$ cat src/rtl/fsp_pkg.sv
`default_nettype none

package fsp_pkg;

	localparam int unsigned NumMax = 65535;

	localparam logic [3:0] CONV_C       = 4'd0;
	localparam logic [3:0] CONV_S       = 4'd1;
	localparam logic [3:0] CONV_P       = 4'd2;
	localparam logic [3:0] CONV_D       = 4'd3;
	localparam logic [3:0] CONV_I       = 4'd4;
	localparam logic [3:0] CONV_U       = 4'd5;
	localparam logic [3:0] CONV_X_LOWER = 4'd6;
	localparam logic [3:0] CONV_X_UPPER = 4'd7;
	localparam logic [3:0] CONV_PERCENT = 4'd8;

	localparam logic [7:0] CH_DOT = 8'h2e;

	typedef struct packed {
		logic       hit;
		logic [3:0] code;
	} conv_t;

	function automatic conv_t conv_lookup(input logic [7:0] c);
		conv_t r;
		r.hit  = 1'b1;
		r.code = CONV_PERCENT;
		case (c)
			8'h63: r.code = CONV_C;
			8'h73: r.code = CONV_S;
			8'h70: r.code = CONV_P;
			8'h64: r.code = CONV_D;
			8'h69: r.code = CONV_I;
			8'h75: r.code = CONV_U;
			8'h78: r.code = CONV_X_LOWER;
			8'h58: r.code = CONV_X_UPPER;
			8'h25: r.code = CONV_PERCENT;
			default: r.hit = 1'b0;
		endcase
		return r;
	endfunction

	// one-hot: bit0 '#', bit1 '0', bit2 '-', bit3 ' ', bit4 '+'
	function automatic logic [4:0] flag_lookup(input logic [7:0] c);
		logic [4:0] r;
		case (c)
			8'h23: r = 5'b00001;
			8'h30: r = 5'b00010;
			8'h2d: r = 5'b00100;
			8'h20: r = 5'b01000;
			8'h2b: r = 5'b10000;
			default: r = 5'b00000;
		endcase
		return r;
	endfunction

	// acc * 10 + digit, saturating
	function automatic logic [15:0] accum(input logic [15:0] acc, input logic [3:0] dig);
		logic [19:0] v;
		v = {1'b0, acc, 3'b000} + {3'b000, acc, 1'b0} + {16'd0, dig};
		return (v > 20'(NumMax)) ? 16'(NumMax) : v[15:0];
	endfunction

endpackage

`default_nettype wire

$ cat src/rtl/format_spec_parser.sv
// An accepted input word is held in the input register; a result word is then registered in the output register.
// Throughput: one input word per cycle while the output register is empty or being taken.
// The input register advances whenever the output register is empty or being taken.
// Reset (arst_n low, asynchronous) empties both registers and returns the parser to idle.
`default_nettype none

module format_spec_parser (
	input  wire logic        clk,
	input  wire logic        arst_n,
	input  wire logic        in_valid,
	output logic             in_ready,
	input  wire logic [7:0]  ch,
	input  wire logic        start_req,
	output logic             out_valid,
	input  wire logic        out_ready,
	output logic [3:0]       conversion,
	output logic             ok,
	output logic             alt_form,
	output logic             zero_pad,
	output logic             left_justify,
	output logic             space_sign,
	output logic             plus_sign,
	output logic [15:0]      field_width,
	output logic             has_precision,
	output logic [15:0]      precision_value,
	output logic [7:0]       spec_length
);

	typedef enum logic [1:0] {M_IDLE, M_FLAGS, M_WIDTH, M_PREC} mode_t;

	logic        valid_s1;
	logic [7:0]  ch_s1;
	logic        start_s1;

	mode_t       mode_q;
	logic [4:0]  flags_q;
	logic [15:0] width_q;
	logic        prec_seen_q;
	logic [15:0] prec_q;
	logic [7:0]  count_q;

	logic        out_valid_q;
	logic [3:0]  conv_q;
	logic        ok_q;
	logic [4:0]  oflags_q;
	logic [15:0] owidth_q;
	logic        oprec_seen_q;
	logic [15:0] oprec_q;
	logic [7:0]  olen_q;

	logic        adv;
	logic        fire;

	mode_t       mode_e, mode_n;
	logic [4:0]  flags_e, flags_n;
	logic [15:0] width_e, width_n;
	logic        prec_seen_e, prec_seen_n;
	logic [15:0] prec_e, prec_n;
	logic [7:0]  count_n;
	logic        res_v;
	logic        res_ok;
	logic [3:0]  res_conv;

	fsp_pkg::conv_t cv;
	logic [4:0]  fl;
	logic        is_digit;
	logic        is_nz_digit;
	logic [3:0]  dig;

	assign adv      = !out_valid_q || out_ready;
	assign in_ready = !valid_s1 || adv;
	assign fire     = valid_s1 && adv;

	always_comb begin
		mode_e      = start_s1 ? M_FLAGS : mode_q;
		flags_e     = start_s1 ? 5'd0 : flags_q;
		width_e     = start_s1 ? 16'd0 : width_q;
		prec_seen_e = start_s1 ? 1'b0 : prec_seen_q;
		prec_e      = start_s1 ? 16'd0 : prec_q;
		count_n     = start_s1 ? 8'd1 : ((count_q == 8'hff) ? count_q : count_q + 8'd1);

		cv          = fsp_pkg::conv_lookup(ch_s1);
		fl          = fsp_pkg::flag_lookup(ch_s1);
		is_digit    = (ch_s1 >= 8'h30) && (ch_s1 <= 8'h39);
		is_nz_digit = is_digit && (ch_s1 != 8'h30);
		dig         = 4'(ch_s1 - 8'h30);

		mode_n      = mode_e;
		flags_n     = flags_e;
		width_n     = width_e;
		prec_seen_n = prec_seen_e;
		prec_n      = prec_e;
		res_v       = 1'b0;
		res_ok      = 1'b0;
		res_conv    = fsp_pkg::CONV_PERCENT;

		if (mode_e != M_IDLE) begin
			if (cv.hit) begin
				res_v    = 1'b1;
				res_ok   = 1'b1;
				res_conv = cv.code;
				mode_n   = M_IDLE;
			end else begin
				case (mode_e)
					M_FLAGS: begin
						if (fl != 5'd0) begin
							flags_n = flags_e | fl;
						end else if (is_nz_digit) begin
							width_n = fsp_pkg::accum(16'd0, dig);
							mode_n  = M_WIDTH;
						end else if (ch_s1 == fsp_pkg::CH_DOT) begin
							prec_seen_n = 1'b1;
							prec_n      = 16'd0;
							mode_n      = M_PREC;
						end else begin
							res_v  = 1'b1;
							mode_n = M_IDLE;
						end
					end
					M_WIDTH: begin
						if (is_digit) begin
							width_n = fsp_pkg::accum(width_e, dig);
						end else if (ch_s1 == fsp_pkg::CH_DOT) begin
							prec_seen_n = 1'b1;
							prec_n      = 16'd0;
							mode_n      = M_PREC;
						end else begin
							res_v  = 1'b1;
							mode_n = M_IDLE;
						end
					end
					M_PREC: begin
						if (is_digit) begin
							prec_n = fsp_pkg::accum(prec_e, dig);
						end else begin
							res_v  = 1'b1;
							mode_n = M_IDLE;
						end
					end
					default: begin
						mode_n = M_IDLE;
					end
				endcase
			end
		end
	end

	always_ff @(posedge clk or negedge arst_n) begin
		if (!arst_n) begin
			valid_s1    <= 1'b0;
			mode_q      <= M_IDLE;
			flags_q     <= 5'd0;
			width_q     <= 16'd0;
			prec_seen_q <= 1'b0;
			prec_q      <= 16'd0;
			count_q     <= 8'd0;
			out_valid_q <= 1'b0;
		end else begin
			if (in_ready) begin
				valid_s1 <= in_valid;
			end
			if (fire) begin
				if (start_s1 || mode_q != M_IDLE) begin
					count_q <= count_n;
				end
				mode_q      <= mode_n;
				flags_q     <= flags_n;
				width_q     <= width_n;
				prec_seen_q <= prec_seen_n;
				prec_q      <= prec_n;
			end
			if (adv) begin
				out_valid_q <= fire && res_v;
			end
		end
	end

	always_ff @(posedge clk) begin
		if (in_ready && in_valid) begin
			ch_s1    <= ch;
			start_s1 <= start_req;
		end
		if (fire && res_v) begin
			conv_q       <= res_conv;
			ok_q         <= res_ok;
			oflags_q     <= flags_n;
			owidth_q     <= width_n;
			oprec_seen_q <= prec_seen_n;
			oprec_q      <= prec_n;
			olen_q       <= res_ok ? count_n : 8'd0;
		end
	end

	assign out_valid       = out_valid_q;
	assign conversion      = conv_q;
	assign ok              = ok_q;
	assign alt_form        = oflags_q[0];
	assign zero_pad        = oflags_q[1];
	assign left_justify    = oflags_q[2];
	assign space_sign      = oflags_q[3];
	assign plus_sign       = oflags_q[4];
	assign field_width     = owidth_q;
	assign has_precision   = oprec_seen_q;
	assign precision_value = oprec_q;
	assign spec_length     = olen_q;

	// an empty output register never blocks the input side
	a_ready_when_empty: assert property (@(posedge clk) disable iff (!arst_n)
		!out_valid |-> in_ready)
		else $error("in_ready low with empty output register");

	// failures carry percent and zero length
	a_fail_word: assert property (@(posedge clk) disable iff (!arst_n)
		out_valid && !ok |-> conversion == fsp_pkg::CONV_PERCENT && spec_length == 8'd0)
		else $error("failure word malformed");

	// a parsed spec counts at least its conversion letter
	a_ok_length: assert property (@(posedge clk) disable iff (!arst_n)
		out_valid && ok |-> spec_length != 8'd0)
		else $error("successful word with zero length");

	// precision digits only after a dot
	a_prec_dot: assert property (@(posedge clk) disable iff (!arst_n)
		out_valid |-> has_precision || precision_value == 16'd0)
		else $error("precision value without dot");

	// parser goes idle after each result
	a_idle_after: assert property (@(posedge clk) disable iff (!arst_n)
		fire && res_v |=> mode_q == M_IDLE)
		else $error("parser not idle after result");

endmodule

`default_nettype wire
$ cat config.mk
export PLATFORM = sky130hd
export DESIGN_NAME = format_spec_parser
export DESIGN_NICKNAME = d
export VERILOG_FILES = /design/src/rtl/fsp_pkg.sv /design/src/rtl/format_spec_parser.sv
export SDC_FILE = /design/constraint.sdc
export NUM_CORES = 1
export LEC_CHECK = 0
export BUFFER_PORTS_ARGS = -buffer_cell sky130_fd_sc_hd__buf_2
export CORE_AREA = 8 8 174 176
export CTS_CLUSTER_DIAMETER = 60
export CTS_CLUSTER_SIZE = 14
export DETAILED_ROUTE_END_ITERATION = 7
export DIE_AREA = 0 0 182 184
export GPL_ROUTABILITY_DRIVEN = 0
export HOLD_SLACK_MARGIN = 0.08
export SETUP_SLACK_MARGIN = 0.05
export SLEW_MARGIN = 20
export SYNTH_ARGS = -nofsm -noshare
export SYNTH_HDL_FRONTEND = slang
export SYNTH_SLANG_ARGS = --single-unit
$ cat constraint.sdc
create_clock -name clk -period 5.4 [get_ports clk]
set_input_delay 0.54 -clock clk [delete_from_list [all_inputs] [get_ports clk]]
set_output_delay 0.54 -clock clk [all_outputs]
set_load 0.005 [all_outputs]
### Word-level counts from Yosys, hierarchy flattened

Cells that the tools add are included.

* bits in registers: 110
* output and inout port bits: 53
* input port bits: 13
* logic and storage cells: 121

* equal/unequal tests: 20
* bitwise logic cells: 1
* $lt $le $gt $ge: 5
* muxes and demuxes: 56
* add/sub/neg operators: 6
* reductions and logical operators: 16

Operator list (count)
* $mux W16: 17
* $eq A8 B7 Y1 const B: 8
* $eq A8 B6 Y1 const B: 7
* $pmux W16 S3: 1
* $add A19 B17 Y20: 2
* $add A20 B4 Y20: 2
* $gt A20 B16 Y1 const B: 2
* $pmux W16 S2: 1
* $pmux W4 S8: 1
* $mux W5: 5
* $pmux W5 S5: 1
* $mux W1: 17
* $gt A4 B16 Y1 const B: 1
* $mux W2: 8
* $mux W8: 2
* $reduce_or A9 Y1: 1
* $add A8 B1 Y8 const B: 1
* $eq A8 B8 Y1 const B: 1
* $ge A8 B6 Y1 const B: 1
* $le A8 B6 Y1 const B: 1
* $ne A8 B6 Y1 const B: 1
* $pmux W2 S3: 1
* $logic_and A1 B1 Y1: 5
* $or A5 B5 Y5: 1
* 10 further kinds: 16

### Depth between registers and ports, before layout

* word-level depth: 9
* gate-level depth with buffers: 18

### Least setup slack after synthesis

OpenSTA, ideal clock, no wires.

* kind: register to register
* start: reg ch_s1[1]
* end: reg conv_q[0], in the netlist conversion[0], enable pin
* clock period less this slack: 5.641 ns
* path slack: -0.241 ns
* required time: 4.878 ns
* path buffers: 1
* cell stages (with the launch flop): 7
* data arrival time: 5.119 ns
* cells stage by stage: edfxtp_1 > clkbuf_1 > nor4_1 > nor2_1 > nor2_1 > a311oi_1 > nor3_1

* longest elaborated chain between the ends: 9
* elaborated cells on any way between the ends: 33
* classes of those cells: 2 x order compare; 16 x eq/ne; 10 x mux; 5 x reduce/logical

Ends and longest elaborated chain
* start: declaration: line format_spec_parser.sv:32 `logic [7:0] ch_s1;`
* start signal: assignment: line format_spec_parser.sv:180 `ch_s1 <= ch;`
* $ge A8 B6 Y1 or $le A8 B6 Y1 (tied branches): line format_spec_parser.sv:84 `is_digit = (ch_s1 >= 8'h30) && (ch_s1 <= 8'h39);`
* $logic_and A1 B1 Y1: line format_spec_parser.sv:84
* $logic_and A1 B1 Y1: line format_spec_parser.sv:85 `is_nz_digit = is_digit && (ch_s1 != 8'h30);`
* $mux W1: line format_spec_parser.sv:108 `end else if (is_nz_digit) begin`
* $mux W1: line format_spec_parser.sv:106 `if (fl != 5'd0) begin`
* $pmux W1 S3: line format_spec_parser.sv:104 `case (mode_e)`
* $mux W1 *: line format_spec_parser.sv:98 `if (cv.hit) begin`
* $mux W1 *: line format_spec_parser.sv:97 `if (mode_e != M_IDLE) begin`
* $logic_and A1 B1 Y1 *: line format_spec_parser.sv:183 `if (fire && res_v) begin`
* end signal: assignment: line format_spec_parser.sv:184 `conv_q <= res_conv;`
* end: declaration: line format_spec_parser.sv:43 `logic [3:0] conv_q;`

Every way passes the cells marked *; elsewhere a longest branch is shown, timed or not.
A chain may end at the register's enable or synchronous reset.

### Worst setup path after layout

* start: reg start_s1
* end: reg oprec_q[12], in the netlist precision_value[12], data pin

* longest elaborated chain between the ends: 9
* elaborated cells on any way between the ends: 18
* classes of those cells: 2 x add/sub; 1 x order compare; 3 x eq/ne; 11 x mux; 1 x reduce/logical

Ends and longest elaborated chain
* start: declaration: line format_spec_parser.sv:33 `logic start_s1;`
* start signal: assignment: line format_spec_parser.sv:181 `start_s1 <= start_req;`
* $mux W16: line format_spec_parser.sv:79 `prec_e = start_s1 ? 16'd0 : prec_q;`
* $add A19 B17 Y20: line fsp_pkg.sv:60 `v = {1'b0, acc, 3'b000} + {3'b000, acc, 1'b0} + {16'd0, dig};`
* $add A20 B4 Y20: line fsp_pkg.sv:60
* $gt A20 B16 Y1: line fsp_pkg.sv:61 `return (v > 20'(NumMax)) ? 16'(NumMax) : v[15:0];`
* $mux W16: line fsp_pkg.sv:61
* $mux W16: line format_spec_parser.sv:133 `if (is_digit) begin`
* $pmux W16 S3: line format_spec_parser.sv:104
* $mux W16: line format_spec_parser.sv:98
* $mux W16 *: line format_spec_parser.sv:97
* via prec_n[12]: line format_spec_parser.sv:58 `logic [15:0] prec_e, prec_n;`
* end signal: assignment: line format_spec_parser.sv:189 `oprec_q <= prec_n;`
* end: declaration: line format_spec_parser.sv:48 `logic [15:0] oprec_q;`

Mark *: on every way through the listed nets, which the timed path passes. The rest lies on a longest branch.

==> reports/qor.txt <==
WP data required: 5.51 ns
Routed via count: 6,946
Layout cell share with drive strength beyond 1: 0.142
Critical Path Fanout Max: 13
Post-CTS Setup Inserts: 0
Most frequent CP cell: a21oi_2
CTS tree: done
Final HPWL DP: 16.5 mm
Rows: 61
Worst slew margin: 0.280
DRT iter0 DRCs: 453
Chip height: 184 um
RSZ-0062 raised after global routing: false
Critical-path cell list: buf_4 > nor2b_1 > xor2_1 > ha_1 > fa_1 > a211o_1 > a21oi_2 > a21oi_1 > o41a_1 > a21oi_2 > nand4_1 > a21o_1 > a22o_1
R2R cell count: 13
Largest net degree at the start of global routing: 51
Setup TNS Final: 0 ns
Final setup viols: 0
CTS clk-pin slew, worst paths: 0.08 ns
Count leader, synth: nor2_1
H-tree Lvls: 3
Async set-reset flop share out of synthesis: 0.455
Final nets: 1,002
PD cells: 288 nW/um^2
Syn. warnings: 0
Sequential fraction of the synthesis area: 0.375
Most used DFF post-synth: edfxtp_1
Setup crit end kind: flop
Peak supply drop: 0.000217 V
Post-Syn Area: 8130 sq um
First-pass GRT wire length: 36.3 mm
Worst hold slack: 0.313 ns
Clock root buffer: clkbuf_16
Fin crit share: 0.850
Min Clock Period, post-route: 4.59 ns
Crit path kind: flop to flop
Most crowded layer after global routing: met2
Clock buffers created by TritonCTS: 9
Critical path data arrival time: 4.70 ns
Ports: 66
GR Util met3: 0.0188
Worst-skew pair later-pin latency: 0.35 ns
Antenna Diode Count: 0
Worst path max stage delay: 0.54 ns
First-pass iteration count of the detailed router: 5
Total track usage: 0.133
Commonest cells in the netlist: nor2_1 (85), a21oi_1 (80), nand2_1 (68), ha_1 (67), edfxtp_1 (60)
IO buf count: 65
Crit start category: flop
Unique masters post-synth: 83
Pleak: 3.91 nW
Area growth syn-to-layout: 11.1%
Status: finished, final reports clean
Synthesized Nets: 958
Antenna Nets Post-Route: 0
TritonCTS Sinks: 110
CTS Buffer Depth: 2
Vias in the first global route: 6,844
Final hold vios: 0
Gr ovfl total: 0
Die area: 33,500 sq um
DR WL/cell: 17.5 um
CTS hold repair buffers: 0
Cells after synthesis: 875
Share of the synthesized area in the top cell type: 0.222
CORE AREA: 27,500 sq um
Worst-Margin Slew: 1.08 ns
DR DRC count: 0
CTS-repair resized insts: 0
Filler cells: 2,862
MaxCap Viol Count: 0
Peak Freq: 218 MHz
Reg2reg setup slack: 0.81 ns
Starting Density: 0.296
Clock skew: 0.0128 ns
Global routing usage on met1: 0.173
Top post-synthesis cells by area: edfxtp_1 (22%), dfrtp_1 (15%), ha_1 (10%)
Die X-Extent: 182 um
Area leader, netlist: edfxtp_1
Crit path max-delay cell type: edfxtp_1
Total Wirelength: 22.2 mm
DR vias/cell: 5.47
Number of synthesized flops with an enable pin: 60
Hold crit path type: input port to async pin
Max Slew Vio Count: 0
Mapped Avg Cell Area: 9.29 sq um
Antenna violations before repair: 0
Routing usage on met2: 0.226
#FFs+latches synth: 110
==> state kept, by name (all words and copies together) (netlist names), 8 cells and up <==
register         flops
ch_s1                8
count_q              8
field_width         16
prec_q              16
precision_value     16
spec_length          8
width_q             16
==> placed cells by master, fill, tap and decap left out, drive strengths merged, types with 24 or more instances in the layout <==
cell type,netlist,layout
nor2,86,86
a21oi,85,85
buf,16,78
o21ai,75,75
nand2,69,69
ha,67,67
edfxtp,60,60
dfrtp,50,50
nor2b,26,26
a21o,24,24
==> path summary, 6_finish.rpt <==
kind	startpoint	endpoint
hold / removal	arst_n	width_q[11]
setup reg to reg	start_s1	precision_value[12]
min in group clk	ch[4]	ch_s1[4]
max in group asynchronous	arst_n	prec_q[0]
setup / recovery	start_s1	precision_value[12]
hold reg to reg	prec_q[9]	prec_q[9]
==> per-layer routing <==
layer,routed length (um),part of all wire,vias to the layer above
li1,-,-,3374
met1,10200,0.46,3373
met2,10700,0.48,178
met3,970,0.044,21
met4,280,0.013,0
met5,0,0,-
==> logic make-up (layout without fill, tap and decap cells) <==
family                     Yosys count  after routing  synth area share
muxes                                8              8            0.0108
AOI/OAI and AO/OA                  292            292             0.242
xor gates and xnor gates            29             29            0.0322
DFF                                110            110             0.375
adders and majority gates           70             70             0.110
and+or+nand+nor                    299            299             0.191
buffers and inverters               67            115            0.0386
==> power by group <==
group	switching, mW	internal (mW)	total (mW)
combinational	0.547	0.287	0.833
sequential	0.0859	1.06	1.14
clock	0.311	0.314	0.626
total	0.944	1.66	2.60
==> area by class of cell <==
class / count / area (sq um) / share of cell area
well taps: 346 / 433 / 0.0479
flip-flops and latches: 110 / 3050 / 0.338
clock buffers: 11 / 233 / 0.0257
multi-input cells: 698 / 4780 / 0.529
clock inverters: 4 / 32.5 / 0.00360
repair buffers: 78 / 423 / 0.0468
inverters: 22 / 82.6 / 0.00914
==> stage by stage <==
step	cells	utilization	setup WS (ns)	instance area, sq um	power [mW]
4_1_cts	1269	0.329	0.836	9040	2.63
5_1_grt	1269	0.329	0.461	9040	2.77
6_report	1269	0.329	0.813	9040	2.60
3_3_place_gp	1254	0.319	0.916	8770	1.99
3_5_place_dp	1254	0.319	0.853	8770	2.00
2_1_floorplan	875	-	1.14	8140	1.70
==> critical path: cells and delay by family (launching register included) <==
family / cells / cell delay [ns]
fa+ha+maj: 2 / 0.77
flops: 1 / 0.54
compound gates: 7 / 2.01
simple gates: 2 / 0.61
buf+inv: 1 / 0.22
xor+xnor: 1 / 0.19
No activity file was read; power rests on OpenSTA's default activity.
